## src/sv/pixel_swizzle_unpremultiply_macros.svh

```systemverilog
// ----------------------------------------------------------------------------
// Pixel swizzle / unpremultiply assertion macros
// Shared property wrappers clocked on i_clk, quiet while i_rst_n is low.
// ----------------------------------------------------------------------------
`ifndef PIXEL_SWIZZLE_UNPREMULTIPLY_MACROS_SVH
`define PIXEL_SWIZZLE_UNPREMULTIPLY_MACROS_SVH

// Consequent must hold in the same cycle as the antecedent.
`define PSU_ASSERT_SAME(label, ante, cons, msg) \
    label: assert property (@(posedge i_clk) disable iff (!i_rst_n) \
        (ante) |-> (cons)) else $error(msg);

// Consequent must hold in the cycle after the antecedent.
`define PSU_ASSERT_NEXT(label, ante, cons, msg) \
    label: assert property (@(posedge i_clk) disable iff (!i_rst_n) \
        (ante) |=> (cons)) else $error(msg);

`endif

```

## src/sv/psu_pkg.sv

```systemverilog
// ----------------------------------------------------------------------------
// psu_pkg
// Types and constants shared by the swizzle front end, the word queue and the
// unpremultiply back end, and the divider step used by the back end.
// ----------------------------------------------------------------------------
`default_nettype none

package psu_pkg;

    localparam int unsigned PIX_W           = 32;
    localparam int unsigned CH_W            = 8;
    localparam int unsigned NUM_COLORS      = 3;
    localparam int unsigned NUM_W           = 2 * CH_W;
    localparam int unsigned DIV_STEP        = 2;
    localparam int unsigned DIV_STAGES      = CH_W / DIV_STEP;
    localparam int unsigned ST_DEPTH        = DIV_STAGES + 1;
    localparam int unsigned QUEUE_DEPTH_DEF = 4;
    localparam int unsigned PADDR_W         = 3;
    localparam int unsigned PDATA_W         = 32;
    localparam logic [CH_W-1:0] CH_MAX      = 8'hff;

    // register index, taken from paddr[2]
    typedef enum logic {
        REG_LAYOUT = 1'b0,
        REG_PREMUL = 1'b1
    } t_reg_idx;

    // byte order, from the upper two layout bits
    typedef enum logic [1:0] {
        ORD_KEEP    = 2'd0,
        ORD_SWAP02  = 2'd1,
        ORD_REVERSE = 2'd2,
        ORD_ROTATE  = 2'd3
    } t_order;

    typedef enum logic [1:0] {
        CLS_PASS = 2'd0,
        CLS_ZERO = 2'd1,
        CLS_DIV  = 2'd2
    } t_cls;

    typedef struct packed {
        t_cls             cls;
        logic [PIX_W-1:0] pix;
        logic             row_end;
        logic             frame_end;
    } t_qword;

    typedef struct packed {
        t_cls                              cls;
        logic [PIX_W-1:0]                  pix;
        logic                              row_end;
        logic                              frame_end;
        logic [NUM_COLORS-1:0][NUM_W-1:0]  rem;
        logic [NUM_COLORS-1:0][CH_W-1:0]   quo;
        logic [NUM_COLORS-1:0]             sat;
    } t_work;

    typedef struct packed {
        logic              take;
        logic              head_vld;
        logic              tail_div;
        logic [CH_W-1:0]   tail_alpha;
        logic [NUM_W-1:0]  tail_rem0;
        logic              tail_sat0;
    } t_back_stat;

    // Restoring division over DIV_STEP quotient bits, top bit first.
    function automatic t_work psu_div_step(input t_work w, input int unsigned top);
        t_work            res;
        logic [NUM_W-1:0] dvs;
        int unsigned      bitpos;
        res = w;
        for (int j = 0; j < DIV_STEP; j++) begin
            bitpos = top - j;
            dvs    = NUM_W'(res.pix[PIX_W-1 -: CH_W]) << bitpos;
            for (int c = 0; c < NUM_COLORS; c++) begin
                if (res.rem[c] >= dvs) begin
                    res.rem[c]         = res.rem[c] - dvs;
                    res.quo[c][bitpos] = 1'b1;
                end
            end
        end
        return res;
    endfunction

endpackage

`default_nettype wire

```

## src/sv/psu_front.sv

```systemverilog
// ----------------------------------------------------------------------------
// psu_front
// Configuration registers, byte reorder, alpha forcing and classification of
// each accepted word before it enters the queue.
// ----------------------------------------------------------------------------
`default_nettype none

module psu_front (
    input  logic                          i_clk,
    input  logic                          i_rst_n,
    input  logic                          psel,
    input  logic                          penable,
    input  logic                          pwrite,
    input  logic [psu_pkg::PADDR_W-1:0]   paddr,
    input  logic [psu_pkg::PDATA_W-1:0]   pwdata,
    output logic [psu_pkg::PDATA_W-1:0]   prdata,
    output logic                          pready,
    input  logic                          i_push,
    input  logic [psu_pkg::PIX_W-1:0]     i_pixel,
    input  logic                          i_row_end,
    input  logic                          i_frame_end,
    input  logic                          i_q_full,
    output logic                          o_full,
    output logic                          o_q_wr,
    output psu_pkg::t_qword               o_q_word
);
    import psu_pkg::*;

    logic [2:0]       r_layout, n_layout;
    logic             r_premul, n_premul;
    logic             cfg_wr;
    t_reg_idx         reg_idx;
    t_order           order;
    logic [PIX_W-1:0] swz;
    logic [CH_W-1:0]  alpha;

    assign pready  = 1'b1;
    assign reg_idx = t_reg_idx'(paddr[2]);
    assign cfg_wr  = psel && penable && pwrite && pready;

    always_comb begin
        n_layout = r_layout;
        n_premul = r_premul;
        if (cfg_wr) begin
            case (reg_idx)
                REG_LAYOUT: n_layout = pwdata[2:0];
                REG_PREMUL: n_premul = pwdata[0];
                default: ;
            endcase
        end
    end

    always_ff @(posedge i_clk) begin
        if (!i_rst_n) begin
            r_layout <= '0;
            r_premul <= 1'b0;
        end else begin
            r_layout <= n_layout;
            r_premul <= n_premul;
        end
    end

    always_comb begin
        case (reg_idx)
            REG_LAYOUT: prdata = PDATA_W'(r_layout);
            REG_PREMUL: prdata = PDATA_W'(r_premul);
            default:    prdata = '0;
        endcase
    end

    assign order = t_order'(r_layout[2:1]);

    always_comb begin
        case (order)
            ORD_KEEP:    swz = i_pixel;
            ORD_SWAP02:  swz = {i_pixel[31:24], i_pixel[7:0], i_pixel[15:8], i_pixel[23:16]};
            ORD_REVERSE: swz = {i_pixel[7:0], i_pixel[15:8], i_pixel[23:16], i_pixel[31:24]};
            ORD_ROTATE:  swz = {i_pixel[7:0], i_pixel[31:8]};
            default:     swz = i_pixel;
        endcase
    end

    assign alpha = swz[PIX_W-1 -: CH_W];

    // force opaque alpha on layouts without it, flag zero-alpha words and words that need the divider
    always_comb begin
        o_q_word.row_end   = i_row_end;
        o_q_word.frame_end = i_frame_end;
        o_q_word.pix       = swz;
        o_q_word.cls       = CLS_PASS;
        if (!r_layout[0]) begin
            o_q_word.pix[PIX_W-1 -: CH_W] = CH_MAX;
        end else if (r_premul) begin
            if (alpha == '0) begin
                o_q_word.cls = CLS_ZERO;
            end else if (alpha != CH_MAX) begin
                o_q_word.cls = CLS_DIV;
            end
        end
    end

    assign o_full = i_q_full;
    assign o_q_wr = i_push && !i_q_full;

endmodule

`default_nettype wire

```

## src/sv/psu_queue.sv

```systemverilog
// ----------------------------------------------------------------------------
// psu_queue
// Small flop queue between the front end and the back end.
// ----------------------------------------------------------------------------
`default_nettype none

module psu_queue #(
    parameter int unsigned DEPTH = psu_pkg::QUEUE_DEPTH_DEF
) (
    input  logic            i_clk,
    input  logic            i_rst_n,
    input  logic            i_wr,
    input  psu_pkg::t_qword i_word,
    output logic            o_full,
    input  logic            i_rd,
    output psu_pkg::t_qword o_word,
    output logic            o_empty
);
    import psu_pkg::*;

    localparam int unsigned IW = (DEPTH > 1) ? $clog2(DEPTH) : 1;
    localparam int unsigned CW = $clog2(DEPTH + 1);

    t_qword          r_mem [DEPTH];
    logic [IW-1:0]   r_wp, n_wp;
    logic [IW-1:0]   r_rp, n_rp;
    logic [CW-1:0]   r_cnt, n_cnt;
    logic            do_wr, do_rd;

    assign o_full  = (r_cnt == CW'(DEPTH));
    assign o_empty = (r_cnt == '0);
    assign do_wr   = i_wr && !o_full;
    assign do_rd   = i_rd && !o_empty;
    assign o_word  = r_mem[r_rp];

    always_comb begin
        n_wp  = r_wp;
        n_rp  = r_rp;
        n_cnt = r_cnt;
        if (do_wr) begin
            n_wp = (r_wp == IW'(DEPTH - 1)) ? '0 : r_wp + 1'b1;
        end
        if (do_rd) begin
            n_rp = (r_rp == IW'(DEPTH - 1)) ? '0 : r_rp + 1'b1;
        end
        if (do_wr && !do_rd) begin
            n_cnt = r_cnt + 1'b1;
        end else if (do_rd && !do_wr) begin
            n_cnt = r_cnt - 1'b1;
        end
    end

    always_ff @(posedge i_clk) begin
        if (!i_rst_n) begin
            r_wp  <= '0;
            r_rp  <= '0;
            r_cnt <= '0;
        end else begin
            r_wp  <= n_wp;
            r_rp  <= n_rp;
            r_cnt <= n_cnt;
        end
    end

    always_ff @(posedge i_clk) begin
        if (do_wr) begin
            r_mem[r_wp] <= i_word;
        end
    end

endmodule

`default_nettype wire

```

## src/sv/psu_back.sv

```systemverilog
// ----------------------------------------------------------------------------
// psu_back
// Unpremultiply pipeline: numerator stage, then a pipelined restoring divider
// that settles two quotient bits per stage. The last stage is the output word.
// ----------------------------------------------------------------------------
`default_nettype none

module psu_back (
    input  logic                       i_clk,
    input  logic                       i_rst_n,
    input  logic                       i_avail,
    input  psu_pkg::t_qword            i_word,
    output logic                       o_take,
    output logic                       o_valid,
    input  logic                       i_pop,
    output logic [psu_pkg::PIX_W-1:0]  o_pixel,
    output logic                       o_row_end,
    output logic                       o_frame_end,
    output psu_pkg::t_back_stat        o_stat
);
    import psu_pkg::*;

    localparam int unsigned LAST = ST_DEPTH - 1;

    t_work               r_st [ST_DEPTH];
    t_work               n_st [ST_DEPTH];
    logic [ST_DEPTH-1:0] r_vld, n_vld;
    logic [ST_DEPTH:0]   rdy;
    logic [CH_W-1:0]     in_alpha;
    logic [CH_W-1:0]     col;

    // a stage advances when empty or when the stage after it advances
    always_comb begin
        rdy[ST_DEPTH] = i_pop;
        for (int k = ST_DEPTH - 1; k >= 0; k--) begin
            rdy[k] = !r_vld[k] || rdy[k + 1];
        end
    end

    assign o_take   = rdy[0];
    assign in_alpha = i_word.pix[PIX_W-1 -: CH_W];

    // numerator c*255 + a/2, and saturate when c >= a
    always_comb begin
        n_st[0].cls       = i_word.cls;
        n_st[0].pix       = i_word.pix;
        n_st[0].row_end   = i_word.row_end;
        n_st[0].frame_end = i_word.frame_end;
        n_st[0].quo       = '0;
        col               = '0;
        for (int c = 0; c < NUM_COLORS; c++) begin
            col            = i_word.pix[c*CH_W +: CH_W];
            n_st[0].rem[c] = {col, {CH_W{1'b0}}} - NUM_W'(col) + NUM_W'(in_alpha >> 1);
            n_st[0].sat[c] = (col >= in_alpha);
        end
        for (int k = 1; k < ST_DEPTH; k++) begin
            n_st[k] = psu_div_step(r_st[k - 1], CH_W - 1 - (k - 1) * DIV_STEP);
        end
    end

    always_comb begin
        n_vld = r_vld;
        if (rdy[0]) begin
            n_vld[0] = i_avail;
        end
        for (int k = 1; k < ST_DEPTH; k++) begin
            if (rdy[k]) begin
                n_vld[k] = r_vld[k - 1];
            end
        end
    end

    always_ff @(posedge i_clk) begin
        if (!i_rst_n) begin
            r_vld <= '0;
        end else begin
            r_vld <= n_vld;
        end
    end

    always_ff @(posedge i_clk) begin
        for (int k = 0; k < ST_DEPTH; k++) begin
            if (rdy[k]) begin
                r_st[k] <= n_st[k];
            end
        end
    end

    assign o_valid     = r_vld[LAST];
    assign o_row_end   = r_st[LAST].row_end;
    assign o_frame_end = r_st[LAST].frame_end;

    always_comb begin
        o_pixel = r_st[LAST].pix;
        case (r_st[LAST].cls)
            CLS_PASS: o_pixel = r_st[LAST].pix;
            CLS_ZERO: o_pixel = '0;
            CLS_DIV: begin
                for (int c = 0; c < NUM_COLORS; c++) begin
                    o_pixel[c*CH_W +: CH_W] = r_st[LAST].sat[c] ? CH_MAX : r_st[LAST].quo[c];
                end
            end
            default: o_pixel = r_st[LAST].pix;
        endcase
    end

    assign o_stat.take       = rdy[0];
    assign o_stat.head_vld   = r_vld[0];
    assign o_stat.tail_div   = r_vld[LAST] && (r_st[LAST].cls == CLS_DIV);
    assign o_stat.tail_alpha = r_st[LAST].pix[PIX_W-1 -: CH_W];
    assign o_stat.tail_rem0  = r_st[LAST].rem[0];
    assign o_stat.tail_sat0  = r_st[LAST].sat[0];

endmodule

`default_nettype wire

```

## src/sv/pixel_swizzle_unpremultiply.sv

```systemverilog
// Path: a pushed word is written into the queue, then passes the numerator
// stage and four divider stages before it reaches the result ports.
// Throughput: one word per cycle unless pop stalls; the divider is fully
// pipelined, two quotient bits per stage, and the queue decouples the two sides.
// Reset: synchronous active-low i_rst_n clears layout and premultiplied mode
// to zero and empties the queue and the pipeline.
// ----------------------------------------------------------------------------
// pixel_swizzle_unpremultiply
// Byte reorder to B,G,R,A with optional alpha unpremultiply per pixel word.
// ----------------------------------------------------------------------------
`default_nettype none

`include "pixel_swizzle_unpremultiply_macros.svh"

module pixel_swizzle_unpremultiply #(
    parameter int unsigned QUEUE_DEPTH = psu_pkg::QUEUE_DEPTH_DEF
) (
    input  logic        i_clk,
    input  logic        i_rst_n,
    input  logic        psel,
    input  logic        penable,
    input  logic        pwrite,
    input  logic [2:0]  paddr,
    input  logic [31:0] pwdata,
    output logic [31:0] prdata,
    output logic        pready,
    input  logic        push,
    output logic        full,
    input  logic [31:0] i_pixel_in,
    input  logic        i_row_end_in,
    input  logic        i_frame_end_in,
    output logic        empty,
    input  logic        pop,
    output logic [31:0] o_pixel_out,
    output logic        o_row_end_out,
    output logic        o_frame_end_out
);
    import psu_pkg::*;

    logic       q_full, q_wr, q_empty;
    t_qword     q_in, q_out;
    t_back_stat back_stat;
    logic       back_valid;
    logic       back_take;

    psu_front u_front (
        .i_clk       (i_clk),
        .i_rst_n     (i_rst_n),
        .psel        (psel),
        .penable     (penable),
        .pwrite      (pwrite),
        .paddr       (paddr),
        .pwdata      (pwdata),
        .prdata      (prdata),
        .pready      (pready),
        .i_push      (push),
        .i_pixel     (i_pixel_in),
        .i_row_end   (i_row_end_in),
        .i_frame_end (i_frame_end_in),
        .i_q_full    (q_full),
        .o_full      (full),
        .o_q_wr      (q_wr),
        .o_q_word    (q_in)
    );

    psu_queue #(
        .DEPTH (QUEUE_DEPTH)
    ) u_queue (
        .i_clk   (i_clk),
        .i_rst_n (i_rst_n),
        .i_wr    (q_wr),
        .i_word  (q_in),
        .o_full  (q_full),
        .i_rd    (back_take),
        .o_word  (q_out),
        .o_empty (q_empty)
    );

    psu_back u_back (
        .i_clk       (i_clk),
        .i_rst_n     (i_rst_n),
        .i_avail     (!q_empty),
        .i_word      (q_out),
        .o_take      (back_take),
        .o_valid     (back_valid),
        .i_pop       (pop),
        .o_pixel     (o_pixel_out),
        .o_row_end   (o_row_end_out),
        .o_frame_end (o_frame_end_out),
        .o_stat      (back_stat)
    );

    assign empty = !back_valid;

    `PSU_ASSERT_NEXT(a_push_fills_queue, push && !full, !q_empty, "accepted word missing from queue")
    `PSU_ASSERT_NEXT(a_head_loads, !q_empty && back_stat.take, back_stat.head_vld, "queued word not taken into pipeline")
    `PSU_ASSERT_SAME(a_div_remainder, back_stat.tail_div && !back_stat.tail_sat0, back_stat.tail_rem0 < 16'(back_stat.tail_alpha), "divider remainder not below alpha")

endmodule

`default_nettype wire

```

## config.mk

```make
export PLATFORM = sky130hd
export DESIGN_NAME = pixel_swizzle_unpremultiply
export DESIGN_NICKNAME = d
export VERILOG_FILES = /design/src/sv/psu_pkg.sv /design/src/sv/psu_front.sv /design/src/sv/psu_queue.sv /design/src/sv/psu_back.sv /design/src/sv/pixel_swizzle_unpremultiply.sv
export VERILOG_INCLUDE_DIRS = /design/src /design/src/sv
export SDC_FILE = /design/constraint.sdc
export NUM_CORES = 1
export LEC_CHECK = 0
export BUFFER_PORTS_ARGS = -buffer_cell sky130_fd_sc_hd__buf_4
export CELL_PAD_IN_SITES_DETAIL_PLACEMENT = 0
export CELL_PAD_IN_SITES_GLOBAL_PLACEMENT = 2
export CORE_AREA = 5 5 249 372
export CTS_BUF_LIST = sky130_fd_sc_hd__clkbuf_4 sky130_fd_sc_hd__clkbuf_8
export DETAILED_ROUTE_END_ITERATION = 8
export DIE_AREA = 0 0 254 377
export GPL_ROUTABILITY_DRIVEN = 0
export PLACE_DENSITY_LB_ADDON = 0.1
export REMOVE_ABC_BUFFERS = 1
export SYNTH_ARGS = -nofsm -noshare
export SYNTH_HDL_FRONTEND = slang
export SYNTH_HIERARCHICAL = 1
export SYNTH_SLANG_ARGS = --single-unit
```

## constraint.sdc

```tcl
create_clock -name i_clk -period 4.8 [get_ports i_clk]
set_input_delay 0.48 -clock i_clk [delete_from_list [all_inputs] [get_ports i_clk]]
set_output_delay 0.48 -clock i_clk [all_outputs]
set_load 0.02 [all_outputs]
```

Word level (Yosys, flattened, before mapping)
Memory sizes are Yosys's and may differ from the RTL's. A register that Yosys moved wholly into a read port is not among the register bits. Index checks and enable logic that the tools add are counted. Widths: inputs -> output; s select.

Add/sub/neg operators: 34. Multiplexer cells: 78. Eq/ne operators: 9. Bitwise operators: 1. Reductions and logical operators: 27. Magnitude comparators: 27.

Operator list (number): $mux 16 (24); $pmux 32 s4 (1); $sub 16x8->16 (6); $pmux 32 s2 (1); $add 16x7->16 (3); $ge 16x10->1 (3); $ge 16x11->1 (3); $ge 16x12->1 (3); $ge 16x13->1 (3); $ge 16x14->1 (3); $ge 16x15->1 (3); $ge 16x8->1 (3); $ge 16x9->1 (3); $pmux 24 s2 (1); $sub 16x10->16 (3); $sub 16x11->16 (3); $sub 16x12->16 (3); $sub 16x13->16 (3); $sub 16x14->16 (3); $sub 16x15->16 (3); $sub 16x9->16 (3); $mux 8 (5); $mux 1 (36); $ge 8x8->1 (3); other kinds (18) (51).

Logic and storage cells: 188. Bits in writable memories: 699. Memories kept: 2. Flip-flop bits (word level): 16.

Memories: u_back.r_st (words 5, width 111, rd ports 5, clocked after memory_dff 0, wr ports 5, line psu_back.sv:25) `t_work r_st [ST_DEPTH];`; u_queue.r_mem (words 4, width 36, rd ports 1, clocked after memory_dff 1, wr ports 1, line psu_queue.sv:24) `t_qword r_mem [DEPTH];`.

Depth between registers and ports, before layout
Word-level depth: 10. Gate-level depth with buffers: 22. Depth with buffers taken out: 19.

Modules after synthesis
The synthesis kept the hierarchy.

Modules (own cells, without submodules): psu_back (area an instance 29148.0 um2, cells an instance 2633, sequential area each 14003.4 um2, instances 1); psu_queue (area an instance 5729.2 um2, cells an instance 239, sequential area each 4504.3 um2, instances 1); psu_front (area an instance 1187.4 um2, cells an instance 118, sequential area each 80.1 um2, instances 1); pixel_swizzle_unpremultiply (area an instance 7.5 um2, cells an instance 2, sequential area each 0.0 um2, instances 1).

Worst setup path after synthesis
OpenSTA, ideal clock, no wires.

Path kind: input to register. From: in pop. To: reg u_queue.r_cnt[2]. Cell stages on the path: 10. Buffers on the path: 0. Setup time: 76 ps. Arrival: 5113 ps. Data required time: 4724 ps. Setup slack: -388 ps. Cell sequence: nor2b_1 and3_1 nand3_1 o31ai_1 ha_1 inv_1 fa_1 xor2_1 or3_1 a21boi_0.

Cells in the longest elaborated chain, start to end: 9.

Ends and longest elaborated chain: start: declaration (line pixel_swizzle_unpremultiply.sv:33) `input logic pop,`; $logic_or 1x1->1 (*) (5 in a row) (line psu_back.sv:36) `rdy[k] = !r_vld[k] || rdy[k + 1];`; net back_take (line pixel_swizzle_unpremultiply.sv:44) `logic back_take;`; $logic_and 1x1->1 (*) (line psu_queue.sv:33) `assign do_rd = i_rd && !o_empty;`; $logic_not 1->1 (line psu_queue.sv:46) `if (do_wr && !do_rd) begin`; $logic_and 1x1->1 (line psu_queue.sv:46); $mux 3 or $reduce_bool 2->1 (tied branches); end signal: assignment (line psu_queue.sv:61) `r_cnt <= n_cnt;`; end: declaration (line psu_queue.sv:27) `logic [CW-1:0] r_cnt, n_cnt;`.

The timed path passes the listed nets; every way through them passes the cells marked *. A chain may end at the register's enable or synchronous reset.

==> run metrics <==
final hold viol count=0; Worst Hold Slack=116 ps; max cap viols=0; antenna violations before repair=2; DRT Pass-1 Iters=7; final cycle utilization of the critical path=0.963; Detailed Place HPWL=67300 um; vias in the first global route=24400; Site Rows=134; DR vias/cell=5.22; hold crit path type=in -> reg; Max clock buf depth=3; grt total ovfl=0; clk_skew=37.3 ps; Residual DRC=0; worst path required time=5280 ps; most frequent cells in the layout=edfxtp_1, buf_4, ha_1; Core Area=88900 sq um; Final setup viols=0; Port Buffers=83; Worst-path clk slew=60 ps; Slew HR=0.269; Die Footprint=95800 sq um; Initial DRC Count=885; Die H=377 um; cell area after synthesis=35000 sq um; status=finished clean; Final Max Slew Viols=0; Post-DRT Antenna Nets=0; Fmax=0.216 GHz; clk sinks=609; setup slack after placement=-142 ps; Mapped Cells=2885; largest net degree at the start of global routing=106; Total Nets Final=3598; worst-margin pin slew=1090 ps; root buf cell=clkbuf_8; # IOs=145; die width=254 um; clk_lat worst skew=750 ps; Area Growth Syn to Fin=16.6%; DR vias=23400; global-route wire length before repair=135000 um; crit path launch type=flip-flop; routed length per placed instance=19.4 um; CP arrival=5100 ps; critical path class=reg -> reg; critical path fanouts, max=8; layout cell share with drive strength beyond 1=0.206; final worst setup slack=180 ps; CTS buffer count=93; minimum clock period=4620 ps; Final Routed Wirelength=87100 um; initial core utilization=0.394; GRT Overall Usage=0.180; Mean Syn Cell Area=12.1 sq um; commonest non-fill, non-tap cell in the layout=edfxtp_1; final non-filler cell total=4488; htree depth=3; TritonCTS clock tree=built; yosys warns=6; crit end category=flip-flop; placed cells=4280
==> through the flow <==
step,util,instance area [sq um],TNS [ps]
2_1_floorplan,-,34500,-4290
3_3_place_gp,0.431,38300,-624
3_5_place_dp,0.431,38300,-1170
4_1_cts,0.455,40500,0
5_1_grt,0.459,40800,-684
6_report,0.459,40800,0
==> sequential cells by signal, indices dropped and copies added (netlist names), named ones only <==
signal / flops
u_queue/r_wp: 2
u_queue/r_cnt: 3
u_back/r_vld: 5
u_queue/r_rp: 2
u_front/r_premul: 1
u_queue/r_mem: 144
u_back/r_st: 447
u_front/r_layout: 3
==> critical path: stages, from the launching register on <==
cell        delay (ps)
edfxtp_1           400
clkinvlp_4         170
buf_12             160
ha_2               380
nand2_1             60
or4_1              440
o21ai_1            220
inv_1              100
nand2_2            140
mux2_2             370
ha_1               290
a21o_1             180
a21oi_1            180
o21bai_1            90
a21oi_1            210
o21ai_0            170
nor3_2             240
nand2_1             80
buf_4              200
mux2_2             280
==> routing by layer <==
layer  routed length (um)  GRT usage
met3                 2390     0.0203
met2                47500      0.347
met5                    0          0
met4                 4490     0.0897
met1                32700      0.192
==> timing repair <==
item                                    CTS  global route
hold buffers                             13             0
gates resized for setup                  14            57
pin swaps                                 1            10
endpoints found under the setup margin   50            99
endpoints found under the hold margin    30             0
gates cloned                              0             1
buffers inserted                          2            16
==> area by class of cell <==
class | count | area [sq um]
tap | 1156 | 1450
timing repair buffer | 327 | 2590
fill | 8225 | 48100
sequential | 609 | 18100
inverter | 190 | 731
antenna | 5 | 12.5
clock buffer | 115 | 1470
clock inverter | 56 | 512
multi-input combinational | 2030 | 15900
==> path summary, 6_finish.rpt <==
path                                       from                        endpoint  slack [ps]  cells past startpoint
setup / recovery   u_back/r_st[0][84]$_DFFE_PP_   u_back/r_st[0][127]$_DFFE_PP_         180                     19
hold / removal                   i_pixel_in[22]  u_queue/r_mem[0][16]$_DFFE_PP_         120                      2
setup reg to reg   u_back/r_st[0][84]$_DFFE_PP_   u_back/r_st[0][127]$_DFFE_PP_         180                     19
hold reg to reg   u_back/r_st[0][387]$_DFFE_PP_   u_back/r_st[0][498]$_DFFE_PP_         410                      0
Power is left out: the tool's default activity adds up to more than one toggle a clock period on the data nets, which glitch-free logic cannot reach.
